File: config.mk
export PLATFORM = sky130hd
export DESIGN_NAME = sweep_object_segmenter
export DESIGN_NICKNAME = d
export VERILOG_FILES = /design/src/rtl/core/sose_pkg.sv /design/src/rtl/core/sose_ram.sv /design/src/rtl/core/sose_front.sv /design/src/rtl/core/sose_queue.sv /design/src/rtl/core/sose_back.sv /design/src/rtl/core/sweep_object_segmenter.sv
export SDC_FILE = /design/constraint.sdc
export NUM_CORES = 2
export LEC_CHECK = 0
export ABC_CLOCK_PERIOD_IN_PS = 10770
export BUFFER_PORTS_ARGS = -buffer_cell sky130_fd_sc_hd__buf_2
export CORE_ASPECT_RATIO = 0.9
export CORE_UTILIZATION = 60
export CTS_CLUSTER_DIAMETER = 120
export DETAILED_ROUTE_END_ITERATION = 6
export PLACE_DENSITY_LB_ADDON = 0.08
export SLEW_MARGIN = 25
export SYNTH_ARGS = -nofsm -noshare
export SYNTH_HDL_FRONTEND = slang
export SYNTH_SLANG_ARGS = --single-unit
File: constraint.sdc
create_clock -name clock -period 10.77 [get_ports clock]
set_input_delay 0.5385 -clock clock [delete_from_list [all_inputs] [get_ports clock]]
set_output_delay 0.5385 -clock clock [all_outputs]
set_load 0.05 [all_outputs]
File: src/rtl/core/sose_pkg.sv
package sose_pkg;

   // register indexes on the configuration port
   localparam logic CSR_IR_THRESHOLD = 1'b0;
   localparam logic CSR_ANGLE_STEP   = 1'b1;

   // configuration reset values
   localparam logic [9:0] IR_THRESHOLD_RESET = 10'd70;
   localparam logic [2:0] ANGLE_STEP_RESET   = 3'd2;

   // field limits
   localparam logic [5:0] OBJ_COUNT_MAX = 6'd63;
   localparam int         ANG_FULL_W    = 11;
   localparam int         RAD_W         = 24;
   localparam int         ROOT_STEPS    = RAD_W / 2;

   // work queue between front and back
   localparam int QUEUE_DEPTH = 2;
   localparam int QUEUE_PTR_W = $clog2(QUEUE_DEPTH);
   localparam int QUEUE_CNT_W = $clog2(QUEUE_DEPTH + 1);

   // round(32768 * cos(k deg)), k = 0..90
   localparam logic [15:0] COS_Q15 [0:90] = '{
      16'd32768, 16'd32763, 16'd32748, 16'd32723, 16'd32688, 16'd32643, 16'd32588,
      16'd32524, 16'd32449, 16'd32365, 16'd32270, 16'd32166, 16'd32052, 16'd31928,
      16'd31795, 16'd31651, 16'd31499, 16'd31336, 16'd31164, 16'd30983, 16'd30792,
      16'd30592, 16'd30382, 16'd30163, 16'd29935, 16'd29698, 16'd29452, 16'd29197,
      16'd28932, 16'd28660, 16'd28378, 16'd28088, 16'd27789, 16'd27482, 16'd27166,
      16'd26842, 16'd26510, 16'd26170, 16'd25822, 16'd25466, 16'd25102, 16'd24730,
      16'd24351, 16'd23965, 16'd23571, 16'd23170, 16'd22763, 16'd22348, 16'd21926,
      16'd21498, 16'd21063, 16'd20622, 16'd20174, 16'd19720, 16'd19261, 16'd18795,
      16'd18324, 16'd17847, 16'd17364, 16'd16877, 16'd16384, 16'd15886, 16'd15384,
      16'd14876, 16'd14365, 16'd13848, 16'd13328, 16'd12803, 16'd12275, 16'd11743,
      16'd11207, 16'd10668, 16'd10126, 16'd9580,  16'd9032,  16'd8481,  16'd7927,
      16'd7371,  16'd6813,  16'd6252,  16'd5690,  16'd5126,  16'd4560,  16'd3993,
      16'd3425,  16'd2856,  16'd2286,  16'd1715,  16'd1144,  16'd572,   16'd0
   };

   // one closed object handed from front to back
   typedef struct packed {
      logic [5:0]            object_number;
      logic [9:0]            center_distance;
      logic [7:0]            angular_width;
      logic [7:0]            center_angle;
      logic [ANG_FULL_W-1:0] width_deg;
      logic [9:0]            edge_a;
      logic [9:0]            edge_b;
   } job_type;

   // saturate an angle to eight bits
   function automatic logic [7:0] sat8(input logic [ANG_FULL_W-1:0] value);
      logic [7:0] result;
      if (value > ANG_FULL_W'(255)) result = 8'd255;
      else result = value[7:0];
      return result;
   endfunction

   // cosine in Q1.15, angle reduced mod 360 and folded
   function automatic logic signed [16:0] cos_q15(input logic [ANG_FULL_W-1:0] deg);
      logic [ANG_FULL_W-1:0] a;
      logic [6:0]            k;
      logic signed [16:0]    result;
      a = deg;
      for (int i = 0; i < 6; i++) begin
         if (a >= ANG_FULL_W'(360)) a = a - ANG_FULL_W'(360);
      end
      if (a > ANG_FULL_W'(180)) a = ANG_FULL_W'(360) - a;
      if (a > ANG_FULL_W'(90)) begin
         k = 7'(ANG_FULL_W'(180) - a);
         result = -$signed({1'b0, COS_Q15[k]});
      end else begin
         k = a[6:0];
         result = $signed({1'b0, COS_Q15[k]});
      end
      return result;
   endfunction

endpackage

File: src/rtl/core/sose_ram.sv
module sose_ram #(
   parameter int WIDTH = 10,
   parameter int DEPTH = 128
) (
   input  logic                     clock,
   input  logic                     wr_en,
   input  logic [$clog2(DEPTH)-1:0] wr_addr,
   input  logic [WIDTH-1:0]         wr_data,
   input  logic                     rd_en,
   input  logic [$clog2(DEPTH)-1:0] rd_addr,
   output logic [WIDTH-1:0]         rd_data
);

   logic [WIDTH-1:0] mem_ff [DEPTH];

   // one write port, one registered read port
   always_ff @(posedge clock) begin
      if (wr_en) mem_ff[wr_addr] <= wr_data;
      if (rd_en) rd_data <= mem_ff[rd_addr];
   end

endmodule

File: src/rtl/core/sose_front.sv
module sose_front #(
   parameter int SWEEP_DEPTH = 128
) (
   input  logic              clock,
   input  logic              reset,
   input  logic              req_tvalid,
   output logic              req_tready,
   input  logic [23:0]       req_tdata,   // ir_distance, sonar_distance
   input  logic              req_tuser,   // sweep_start
   input  logic [9:0]        ir_threshold,
   input  logic [2:0]        angle_step,
   input  logic              q_full,
   output logic              q_push,
   output sose_pkg::job_type q_job
);

   localparam int IDX_W = $clog2(SWEEP_DEPTH);
   localparam int ANG_W = IDX_W + 3;
   localparam logic [IDX_W-1:0] LAST_IDX = IDX_W'(SWEEP_DEPTH - 1);

   logic [9:0]       ir;
   logic [9:0]       sonar;
   logic             first;
   logic             accept;
   logic [IDX_W-1:0] idx;
   logic             open_hit;
   logic             close_hit;
   logic [IDX_W:0]   mid_sum;
   logic [IDX_W-1:0] mid;
   logic [ANG_W-1:0] a0;
   logic [ANG_W-1:0] a1;
   logic [ANG_W-1:0] width;
   logic [ANG_W:0]   angle_sum;
   logic [9:0]       ram_rd_data;

   logic [9:0]       prev_ir_ff;
   logic             inside_ff;
   logic [IDX_W-1:0] start_index_ff;
   logic [9:0]       start_sonar_ff;
   logic [5:0]       count_ff;
   logic [IDX_W-1:0] sample_index_ff;
   logic             pend_ff;
   logic             bypass_ff;
   logic [9:0]       bypass_data_ff;
   sose_pkg::job_type job_ff;

   // unpack the input word
   assign ir     = req_tdata[9:0];
   assign sonar  = req_tdata[19:10];
   assign first  = req_tuser;
   assign req_tready = !pend_ff && !q_full;
   assign accept = req_tvalid && req_tready;

   // classify the sample
   assign idx       = first ? '0 : sample_index_ff;
   assign open_hit  = !first && (prev_ir_ff > ir_threshold) && (ir <= ir_threshold) && !inside_ff;
   assign close_hit = !first && (prev_ir_ff < ir_threshold) && (ir >= ir_threshold) && inside_ff;

   // middle index and angles of the closing object
   assign mid_sum   = {1'b0, start_index_ff} + {1'b0, idx};
   assign mid       = mid_sum[IDX_W:1];
   assign a0        = ANG_W'(start_index_ff) * ANG_W'(angle_step);
   assign a1        = ANG_W'(idx) * ANG_W'(angle_step);
   assign width     = (a1 >= a0) ? (a1 - a0) : '0;
   assign angle_sum = {1'b0, a0} + {1'b0, a1};

   // sonar store
   sose_ram #(
      .WIDTH (10),
      .DEPTH (SWEEP_DEPTH)
   ) u_store (
      .clock   (clock),
      .wr_en   (accept),
      .wr_addr (idx),
      .wr_data (sonar),
      .rd_en   (accept && close_hit),
      .rd_addr (mid),
      .rd_data (ram_rd_data)
   );

   // tracking state
   always_ff @(posedge clock) begin
      if (reset) begin
         prev_ir_ff      <= '0;
         inside_ff       <= 1'b0;
         start_index_ff  <= '0;
         start_sonar_ff  <= '0;
         count_ff        <= '0;
         sample_index_ff <= '0;
      end else if (accept) begin
         prev_ir_ff      <= ir;
         sample_index_ff <= (idx < LAST_IDX) ? idx + 1'b1 : idx;
         if (first) begin
            count_ff  <= '0;
            inside_ff <= 1'b0;
         end else if (open_hit) begin
            if (count_ff != sose_pkg::OBJ_COUNT_MAX) count_ff <= count_ff + 1'b1;
            start_index_ff <= idx;
            start_sonar_ff <= sonar;
            inside_ff      <= 1'b1;
         end else if (close_hit) begin
            inside_ff <= 1'b0;
         end
      end
   end

   // pending close waits for the registered store read
   always_ff @(posedge clock) begin
      if (reset) pend_ff <= 1'b0;
      else pend_ff <= accept && close_hit;
   end

   // close payload
   always_ff @(posedge clock) begin
      if (accept && close_hit) begin
         job_ff.object_number   <= count_ff;
         job_ff.center_distance <= '0;
         job_ff.angular_width   <= sose_pkg::sat8(sose_pkg::ANG_FULL_W'(width));
         job_ff.center_angle    <= sose_pkg::sat8(sose_pkg::ANG_FULL_W'(angle_sum[ANG_W:1]));
         job_ff.width_deg       <= sose_pkg::ANG_FULL_W'(width);
         job_ff.edge_a          <= start_sonar_ff;
         job_ff.edge_b          <= sonar;
         bypass_ff              <= (mid == idx);
         bypass_data_ff         <= sonar;
      end
   end

   // hand the object to the queue
   assign q_push = pend_ff;
   always_comb begin
      q_job = job_ff;
      q_job.center_distance = bypass_ff ? bypass_data_ff : ram_rd_data;
   end

endmodule

File: src/rtl/core/sose_queue.sv
module sose_queue (
   input  logic              clock,
   input  logic              reset,
   input  logic              push,
   input  sose_pkg::job_type push_job,
   input  logic              pop,
   output sose_pkg::job_type head_job,
   output logic              full,
   output logic              empty
);

   sose_pkg::job_type entries_ff [sose_pkg::QUEUE_DEPTH];
   logic [sose_pkg::QUEUE_PTR_W-1:0] wr_ptr_ff;
   logic [sose_pkg::QUEUE_PTR_W-1:0] rd_ptr_ff;
   logic [sose_pkg::QUEUE_CNT_W-1:0] count_ff;

   assign full     = (count_ff == sose_pkg::QUEUE_CNT_W'(sose_pkg::QUEUE_DEPTH));
   assign empty    = (count_ff == '0);
   assign head_job = entries_ff[rd_ptr_ff];

   // pointers and fill level
   always_ff @(posedge clock) begin
      if (reset) begin
         wr_ptr_ff <= '0;
         rd_ptr_ff <= '0;
         count_ff  <= '0;
      end else begin
         if (push) wr_ptr_ff <= wr_ptr_ff + 1'b1;
         if (pop) rd_ptr_ff <= rd_ptr_ff + 1'b1;
         if (push && !pop) count_ff <= count_ff + 1'b1;
         else if (pop && !push) count_ff <= count_ff - 1'b1;
      end
   end

   // entry storage
   always_ff @(posedge clock) begin
      if (push) entries_ff[wr_ptr_ff] <= push_job;
   end

endmodule

File: src/rtl/core/sose_back.sv
module sose_back (
   input  logic              clock,
   input  logic              reset,
   input  logic              q_empty,
   input  sose_pkg::job_type q_head,
   output logic              q_pop,
   output logic              rsp_tvalid,
   input  logic              rsp_tready,
   output logic [47:0]       rsp_tdata
);

   typedef enum logic [5:0] {
      S_IDLE = 6'b000001,
      S_MUL  = 6'b000010,
      S_PROD = 6'b000100,
      S_DIFF = 6'b001000,
      S_ROOT = 6'b010000,
      S_OUT  = 6'b100000
   } back_state_type;

   back_state_type state_ff;
   back_state_type state_in;

   sose_pkg::job_type   job_ff;
   logic [19:0]         aa_ff;
   logic [19:0]         bb_ff;
   logic [19:0]         ab_ff;
   logic signed [16:0]  cos_ff;
   logic [20:0]         sum_ff;
   logic signed [37:0]  t_ff;
   logic [sose_pkg::RAD_W-1:0] rad_ff;
   logic [14:0]         rem_ff;
   logic [11:0]         root_ff;
   logic [3:0]          step_ff;

   logic signed [39:0]  q_val;
   logic [14:0]         rem_shift;
   logic [14:0]         trial;
   logic                take;
   logic                last_step;

   // remainder of the cosine law, clamped at zero later
   assign q_val = $signed({4'b0000, sum_ff, 15'd0}) - $signed({t_ff[37], t_ff, 1'b0});

   // one root digit per cycle
   assign rem_shift = {rem_ff[12:0], rad_ff[sose_pkg::RAD_W-1 -: 2]};
   assign trial     = {1'b0, root_ff, 2'b01};
   assign take      = (rem_shift >= trial);
   assign last_step = (step_ff == 4'(sose_pkg::ROOT_STEPS - 1));

   assign q_pop      = (state_ff == S_IDLE) && !q_empty;
   assign rsp_tvalid = (state_ff == S_OUT);
   assign rsp_tdata  = {5'd0, job_ff.center_angle, root_ff[10:0], job_ff.angular_width,
                        job_ff.center_distance, job_ff.object_number};

   // sequencer
   always_comb begin
      state_in = state_ff;
      unique case (state_ff)
         S_IDLE: if (!q_empty) state_in = S_MUL;
         S_MUL:  state_in = S_PROD;
         S_PROD: state_in = S_DIFF;
         S_DIFF: state_in = S_ROOT;
         S_ROOT: if (last_step) state_in = S_OUT;
         S_OUT:  if (rsp_tready) state_in = S_IDLE;
         default: state_in = S_IDLE;
      endcase
   end

   always_ff @(posedge clock) begin
      if (reset) state_ff <= S_IDLE;
      else state_ff <= state_in;
   end

   // datapath
   always_ff @(posedge clock) begin
      unique case (state_ff)
         S_IDLE: begin
            if (!q_empty) job_ff <= q_head;
         end
         S_MUL: begin
            aa_ff  <= job_ff.edge_a * job_ff.edge_a;
            bb_ff  <= job_ff.edge_b * job_ff.edge_b;
            ab_ff  <= job_ff.edge_a * job_ff.edge_b;
            cos_ff <= sose_pkg::cos_q15(job_ff.width_deg);
         end
         S_PROD: begin
            sum_ff <= {1'b0, aa_ff} + {1'b0, bb_ff};
            t_ff   <= $signed({1'b0, ab_ff}) * cos_ff;
         end
         S_DIFF: begin
            rad_ff  <= q_val[39] ? '0 : q_val[38:15];
            rem_ff  <= '0;
            root_ff <= '0;
            step_ff <= '0;
         end
         S_ROOT: begin
            rad_ff  <= {rad_ff[sose_pkg::RAD_W-3:0], 2'b00};
            step_ff <= step_ff + 1'b1;
            if (take) begin
               rem_ff  <= rem_shift - trial;
               root_ff <= {root_ff[10:0], 1'b1};
            end else begin
               rem_ff  <= rem_shift;
               root_ff <= {root_ff[10:0], 1'b0};
            end
         end
         S_OUT: begin
         end
         default: begin
         end
      endcase
   end

endmodule

File: src/rtl/core/sweep_object_segmenter.sv
// Throughput: one input word per cycle while the object queue is not full; a closing
// word stalls the input for the sonar store read. The back end works on one object
// at a time, through its multiply, product, difference, digit-by-digit square root
// and output states; a 2-entry queue absorbs bursts.
// Reset: synchronous, active high; clears tracking state, queue and sequencer and
// loads the threshold and step defaults. The sonar store is not cleared.
module sweep_object_segmenter #(
   parameter int SWEEP_DEPTH = 128
) (
   input  logic        clock,
   input  logic        reset,
   input  logic        req_tvalid,
   output logic        req_tready,
   input  logic [23:0] req_tdata,   // [9:0] ir_distance, [19:10] sonar_distance
   input  logic        req_tuser,   // [0] sweep_start
   output logic        rsp_tvalid,
   input  logic        rsp_tready,
   output logic [47:0] rsp_tdata,   // [5:0] object_number, [15:6] center_distance,
                                    // [23:16] angular_width, [34:24] width_cm,
                                    // [42:35] center_angle
   input  logic        csr_valid,
   output logic        csr_ready,
   input  logic        csr_index,
   input  logic [9:0]  csr_data
);

   logic [9:0]        ir_threshold_ff;
   logic [2:0]        angle_step_ff;
   logic              q_full;
   logic              q_empty;
   logic              q_push;
   logic              q_pop;
   sose_pkg::job_type q_push_job;
   sose_pkg::job_type q_head_job;

   // configuration registers
   assign csr_ready = 1'b1;

   always_ff @(posedge clock) begin
      if (reset) begin
         ir_threshold_ff <= sose_pkg::IR_THRESHOLD_RESET;
         angle_step_ff   <= sose_pkg::ANGLE_STEP_RESET;
      end else if (csr_valid && csr_ready) begin
         unique case (csr_index)
            sose_pkg::CSR_IR_THRESHOLD: ir_threshold_ff <= csr_data;
            sose_pkg::CSR_ANGLE_STEP:   angle_step_ff   <= csr_data[2:0];
            default: begin
            end
         endcase
      end
   end

   // sample classification
   sose_front #(
      .SWEEP_DEPTH (SWEEP_DEPTH)
   ) u_front (
      .clock        (clock),
      .reset        (reset),
      .req_tvalid   (req_tvalid),
      .req_tready   (req_tready),
      .req_tdata    (req_tdata),
      .req_tuser    (req_tuser),
      .ir_threshold (ir_threshold_ff),
      .angle_step   (angle_step_ff),
      .q_full       (q_full),
      .q_push       (q_push),
      .q_job        (q_push_job)
   );

   // closed objects waiting for the back end
   sose_queue u_queue (
      .clock    (clock),
      .reset    (reset),
      .push     (q_push),
      .push_job (q_push_job),
      .pop      (q_pop),
      .head_job (q_head_job),
      .full     (q_full),
      .empty    (q_empty)
   );

   // width computation and result word
   sose_back u_back (
      .clock      (clock),
      .reset      (reset),
      .q_empty    (q_empty),
      .q_head     (q_head_job),
      .q_pop      (q_pop),
      .rsp_tvalid (rsp_tvalid),
      .rsp_tready (rsp_tready),
      .rsp_tdata  (rsp_tdata)
   );

`ifndef SYNTHESIS
   a_accept_has_room: assert property (@(posedge clock) disable iff (reset)
      (req_tvalid && req_tready) |-> !q_full)
      else $error("input word accepted while the object queue is full");

   a_push_has_room: assert property (@(posedge clock) disable iff (reset)
      q_push |-> !q_full)
      else $error("object pushed into a full queue");

   a_object_counted: assert property (@(posedge clock) disable iff (reset)
      rsp_tvalid |-> (rsp_tdata[5:0] != 6'd0))
      else $error("result word carries object number zero");
`endif

endmodule
After elaboration in Yosys (flattened, before gate mapping)
Memory sizes are Yosys's and may differ from the RTL's. A register that Yosys moved wholly into a read port is not among the register bits.
Cells that the tools add are included.
Word-level totals
  memories kept: 4
  input bits: 41
  bits in read-only memories: 4096
  word-level logic and storage cells: 178
  flip-flop bits (word level): 318
  bits in writable memories: 1404
  latch bits: 0
  output and inout bits: 51
Memory list
  (name not given): depth 128, width 16, rd ports 1, clocked after memory_dff 0, write ports 0, RTL line sose_pkg.sv:70  | result = -$signed({1'b0, COS_Q15[k]});
  (name not given): depth 128, width 16, rd ports 1, clocked after memory_dff 0, write ports 0, RTL line sose_pkg.sv:73  | result = $signed({1'b0, COS_Q15[k]});
  u_front.u_store.mem_ff: depth 128, width 10, rd ports 1, clocked after memory_dff 1, write ports 1, RTL line sose_ram.sv:14  | logic [WIDTH-1:0] mem_ff [DEPTH];
  u_queue.entries_ff: depth 2, width 62, rd ports 1, clocked after memory_dff 1, write ports 1, RTL line sose_queue.sv:12  | sose_pkg::job_type entries_ff [sose_pkg::QUEUE_DEPTH];
Operators by class
  $add $sub $neg: 22
  eq/ne operators: 13
  magnitude comparators: 19
  shift operators: 0
  reduce and logical (&&, ||, !) cells: 31
  div/mod/pow operators: 0
  bitwise operators: 5
  multiply operators: 6
  muxes and demuxes: 46
Operators with widths (count)
  2-to-1 mux 11 bit: 14
  2-to-1 mux 16 bit: 5
  >= comparator 11 x 9 -> 1 bit, second input constant: 6
  subtractor 11 x 9 -> 11 bit, second input constant: 6
  multiplier 10 x 10 -> 20 bit: 3
  case mux 24 bit (2 select lines): 1
  subtractor 37 x 39 -> 40 bit: 1
  multiplier 21 x 17 -> 38 bit: 1
  2-to-1 mux 6 bit: 6
  case mux 6 bit (6 select lines): 1
  case mux 13 bit (2 select lines): 1
  2-to-1 mux 24 bit: 1
  case mux 12 bit (2 select lines): 1
  adder 20 x 20 -> 21 bit: 1
  >= comparator 10 bit: 2
  greater-than comparator 10 x 8 -> 1 bit, second input constant: 2
  multiplier 7 x 3 -> 10 bit: 2
  2-to-1 mux 10 bit: 2
  negator 16 -> 17 bit: 1
  >= comparator 8 bit, second input constant: 2
  inverter 7 -> 8 bit: 2
  >= comparator 15 x 14 -> 1 bit: 1
  2-to-1 mux 7 bit: 2
  2-to-1 mux 13 bit: 1
  other kinds (41): 77

Longest topological paths before layout
  depth in word-level cells: 28
  gate-level depth with buffers: 48
  gate-level depth less buffers: 43

By module
Synthesis repeated with hierarchy kept, for this count alone.
Unflattened totals
  cells, all modules: 6908
  area total of the unflattened synthesis: 97845.1 sq um
By module, submodules not included
  sose_ram: cells an instance 1998, seq. area each 38737.2 sq um, times used 1, area each 49454.9 sq um
  sose_back: cells an instance 3944, seq. area each 7627.3 sq um, times used 1, area each 36568.8 sq um
  sose_front: cells an instance 689, seq. area each 2432.3 sq um, times used 1, area each 6471.2 sq um
  sose_queue: cells an instance 218, seq. area each 3883.7 sq um, times used 1, area each 4773.3 sq um
  sweep_object_segmenter: cells an instance 59, seq. area each 260.2 sq um, times used 1, area each 576.8 sq um

Worst setup path before layout
OpenSTA, ideal clock, no wires.
  path type: register -> register
  from: register u_back.job_ff[23] (netlist bit)
  to: register u_back.cos_ff[14] (data pin)
  required time: 10.501 ns
  setup slack: 1.027 ns
  cell stages (with the launch flop): 41
  buffers on the path: 5
  clock period less this slack: 9.743 ns
  setup time: 0.269 ns
  data arrival time: 9.474 ns
  path through: edfxtp_1 -> inv_1 -> ha_1 -> nand4b_2 -> and2_1 -> buf_6 -> nand2_2 -> xnor2_1 -> inv_1 -> ha_1 -> o2111a_1 -> nor4_4 -> or3_1 -> mux2i_2 -> inv_1 -> ha_1 -> buf_1 -> a2bb2oi_2 -> (+5 left out) -> clkbuf_1 -> buf_1 -> ha_1 -> clkbuf_1 -> nor2b_1 -> o32ai_1 -> a31oi_1 -> nand4_1 -> o221ai_1 -> o22ai_1 -> a221o_1 -> o211ai_1 -> ha_1 -> nand3_1 -> or4b_4 -> nor4_4 -> xnor2_1 -> o21ai_1
On the way
  longest elaborated chain between the ends: 28
  elaborated cells on any way between the ends: 40
  classes of those cells: add/sub (9); order compare (8); mux (19); bitwise (2); memory (2)
Ends and longest elaborated chain
  from (decl): RTL line sose_back.sv:24  | sose_pkg::job_type job_ff;
  from (signal assigned): RTL line sose_back.sv:79  | if (!q_empty) job_ff <= q_head;
  subtractor 11 x 9 -> 11 bit or >= comparator 11 x 9 -> 1 bit (tied branches): RTL line sose_pkg.sv:65  | if (a >= ANG_FULL_W'(360)) a = a - ANG_FULL_W'(360);
  2-to-1 mux 11 bit *: RTL line sose_pkg.sv:65
  2-to-1 mux 11 bit *: RTL line sose_back.sv:77  | unique case (state_ff)
  subtractor 11 x 9 -> 11 bit or >= comparator 11 x 9 -> 1 bit (tied branches): RTL line sose_pkg.sv:65
  2-to-1 mux 11 bit *: RTL line sose_pkg.sv:65
  2-to-1 mux 11 bit *: RTL line sose_back.sv:77
  subtractor 11 x 9 -> 11 bit or >= comparator 11 x 9 -> 1 bit (tied branches): RTL line sose_pkg.sv:65
  2-to-1 mux 11 bit *: RTL line sose_pkg.sv:65
  (+11 left out)
  2-to-1 mux 11 bit *: RTL line sose_pkg.sv:67  | if (a > ANG_FULL_W'(180)) a = ANG_FULL_W'(360) - a;
  2-to-1 mux 11 bit *: RTL line sose_back.sv:77
  subtractor 6 x 7 -> 7 bit: RTL line sose_pkg.sv:69  | k = 7'(ANG_FULL_W'(180) - a);
  inverter 7 -> 8 bit (implied by the code): RTL line sose_pkg.sv:70
  memory read (128 x 16 bit)
  2-to-1 mux 16 bit (implied by the code) (2 in series): RTL line sose_pkg.sv:70
  negator 16 -> 17 bit: RTL line sose_pkg.sv:70
  2-to-1 mux 16 bit *: RTL line sose_pkg.sv:68  | if (a > ANG_FULL_W'(90)) begin
  to (signal assigned): RTL line sose_back.sv:85  | cos_ff <= sose_pkg::cos_q15(job_ff.width_deg);
  to (decl): RTL line sose_back.sv:28  | logic signed [16:0] cos_ff;
Mark *: on every way between the ends. The rest lies on a longest branch, timed or not. The select of a mux whose other input is x is not followed.
A chain may end at the register's enable or synchronous reset.

Worst setup path in the final report
Ends and elaborated chain as after synthesis.

==> flow_summary.yaml <==
final_layout:
  utilization_pct: 65.9
  area_delta_synth_final_pct: 8.84
  layout-drive-gt1-share_pct: 15.4
  nets: 7782
yosys:
  yosysSeqAreaShare_pct: 54.6
  synth_area_leaders: "edfxtp_1, mux4_2, fa_1"
  synth_top_area_share_pct: 53.2
  yosys_warnings: 0
  syn_area_um2: 96800
  synth_most_common_cell: "edfxtp_1"
  async_reset_ff_share_pct: 0
  ys_types: 119
  synth_edf_count: 1716
  syn_inst: 6844
  synthFlopType: "edfxtp_1"
  yosys.area.top_type: "edfxtp_1"
  syn_area_per_cell_um2: 14.2
  yosys-top-cells-count: "edfxtp_1, inv_1, nand2_1"
  ys_ff_latch: 1781
sta:
  rsz0062_at_grt: "no"
  final-max-slew-violation-count: 0
  slew_headroom_pct: 28.3
  timing.fmax_ghz: 0.0981
  hold_viol: 0
  finalCritPeriodShare_pct: 94.6
  finalSetupTns_ns: 0
  worst_pin_slew_ns: 1.07
  skew_ns: 0.0643
  finalSetupViolCount: 0
  period_minus_slack_ns: 10.19
critical_path:
  critPathKind: "flop to flop"
  required_ns: 11.30
  cp_max_fo: 31
  cpPeakStageDelay_ns: 0.65
  cp_data_arrival_time_ns: 10.73
  startpoint_type: "flop"
  slowest_stage: "nor4_2"
  end_kind: "flop"
global_route:
  grt_pass1_wl_um: 353000
  antenna_found_initial: 5
  gr-total-overflow: 0
  grt_max_degree: 111
  grt_pass1_vias: 57000
  grt_use_total_pct: 28.9
die:
  rows: 139
  chipWidth_um: 425
  die_area_um2: 163000
  core_um2: 160000
  die_h_um: 383
  pin_count: 92
  start_util_pct: 60.6
clocking:
  cts_tree: "built"
  clock_path_buffers: 3
  clockRootBuffer: "clkbuf_16"
  htree_levels: 4
  numCtsBuffers: 177
  cts.sinks: 1781
  cts.reportedPaths.clkPinSlew_ns: 0.06
  clk_latency_ns: 0.82
run_status:
  failed_checks: "design-rule violations"
  status: "complete, but fails checks"
place:
  port_buffers: 81
  routabilityCongestion: 0.884
  dpl.hpwl_um: 153000
routing:
  first_pass_iters: 7
  ant_nets: 0
  routedWlPerCell_um: 25.3
  routed_wl_um: 231000
  vias_per_cell: 6.15
  vias: 56100
  drt_iter0_markers: 5628
  drc_errors: 1
worst_hold_path:
  min_path_type: "primary input to flop"
flow_run:
  maxCapViolCount: 0
[state kept, by name, summed over array words and instances (netlist names), 21 cells and up]
| name | flops |
|---|---|
| u_back.sum_ff | 21 |
| u_front.q_job | 42 |
| u_queue.entries_ff | 124 |
| u_back.t_ff | 38 |
| u_front.u_store.mem_ff | 1280 |
| u_back.job_ff | 30 |
| u_back.rad_ff | 24 |
| u_back.rsp_tdata | 32 |
[placed cells by master (no fill, tap or decap), types with 15 or more instances in the layout]
cell	synthesis	layout
xor2_1	47	47
o21ai_1	15	15
a22o_1	19	19
nand2b_1	40	40
clkinv_2	0	33
o211ai_1	49	49
ha_1	444	444
nor3_1	63	63
nor2_2	2	28
inv_1	663	661
o21a_1	26	26
a21o_1	33	33
and2_1	245	244
fa_1	438	437
xnor2_1	151	145
dlygate4sd3_1	0	19
clkbuf_1	293	36
mux2i_1	61	61
and3_1	16	16
clkbuf_16	0	177
a211oi_1	29	29
dfxtp_1	65	64
buf_2	19	71
a21oi_1	224	224
buf_4	52	122
nand2_1	541	540
or3_1	15	15
a31oi_1	18	18
clkinv_1	4	40
o21bai_1	63	63
edfxtp_1	1716	1716
nor2_1	394	366
mux4_2	401	401
mux2_2	97	97
nand3_1	86	85
nor2b_1	30	29
nand4_1	29	29
o21ai_0	150	150
[worst max-delay path, delay by kind of cell, from the launching register on]
family          cells  cell delay, ns
flops               1            0.51
mux                 3            0.98
fa+ha+maj           4            0.93
buf+inv             4            0.84
compound gates     11            2.84
simple gates       13            3.22
xor+xnor            3            0.57
[metrics by stage]
step	std cells	hold slack [ns]	worst slack, ns	cell area, um^2
floorplan	6848	0.408	1.03	96900
global placement	8770	0.413	0.641	99300
detailed placement	8771	0.417	0.547	99300
CTS	9114	0.0152	0.488	105000
global route	9120	0.0371	0.0300	105000
finish	9123	0.0710	0.579	105000
[repair_timing]
item	4_1_cts	5_1_grt
endpoints found under the setup margin	0	10
buffers inserted	0	3
endpoints found under the hold margin	19	0
hold buffers	19	0
gates resized for setup	0	4
[cells by family after synthesis]
logic type | synth area share (%)
multiplexers | 11.1
AND/OR/NAND/NOR | 7.48
XOR/XNOR | 1.88
buffers and inverters | 4.36
flip-flops | 54.6
other | 0.00775
AO/OA/AOI/OAI | 5.79
adder cells (fa/ha/maj) | 14.8
[per-layer routing]
layer	track usage (%)	wire length, um
met5	0	0
met4	8.61	6960
met3	4.31	15600
met2	46.4	111000
met1	41.4	98000
[layout make-up]
type / instances / area [um^2]
sequential: 1781 / 52800
antenna: 4 / 10.0
timing repair buffer: 222 / 1650
tap: 2115 / 2650
fill: 11400 / 54400
multi-input combinational: 4007 / 40000
inverter: 670 / 2520
clock inverter: 109 / 1120
clock buffer: 215 / 4590
[final timing paths]
kind | to | cells past startpoint | start | slack, ns
worst min-delay path | ir_threshold_ff[3] | 3 | csr_data[3] | 0.07
worst min register to register | u_front.q_job[15] | 0 | u_front.start_sonar_ff[5] | 0.43
worst max register to register | u_back.cos_ff[14] | 38 | u_back.job_ff[23] | 0.58
worst max-delay path | u_back.cos_ff[14] | 38 | u_back.job_ff[23] | 0.58
Power is not shown: default switching activity piles up to over one toggle a cycle in this logic, so the estimate is an artifact.
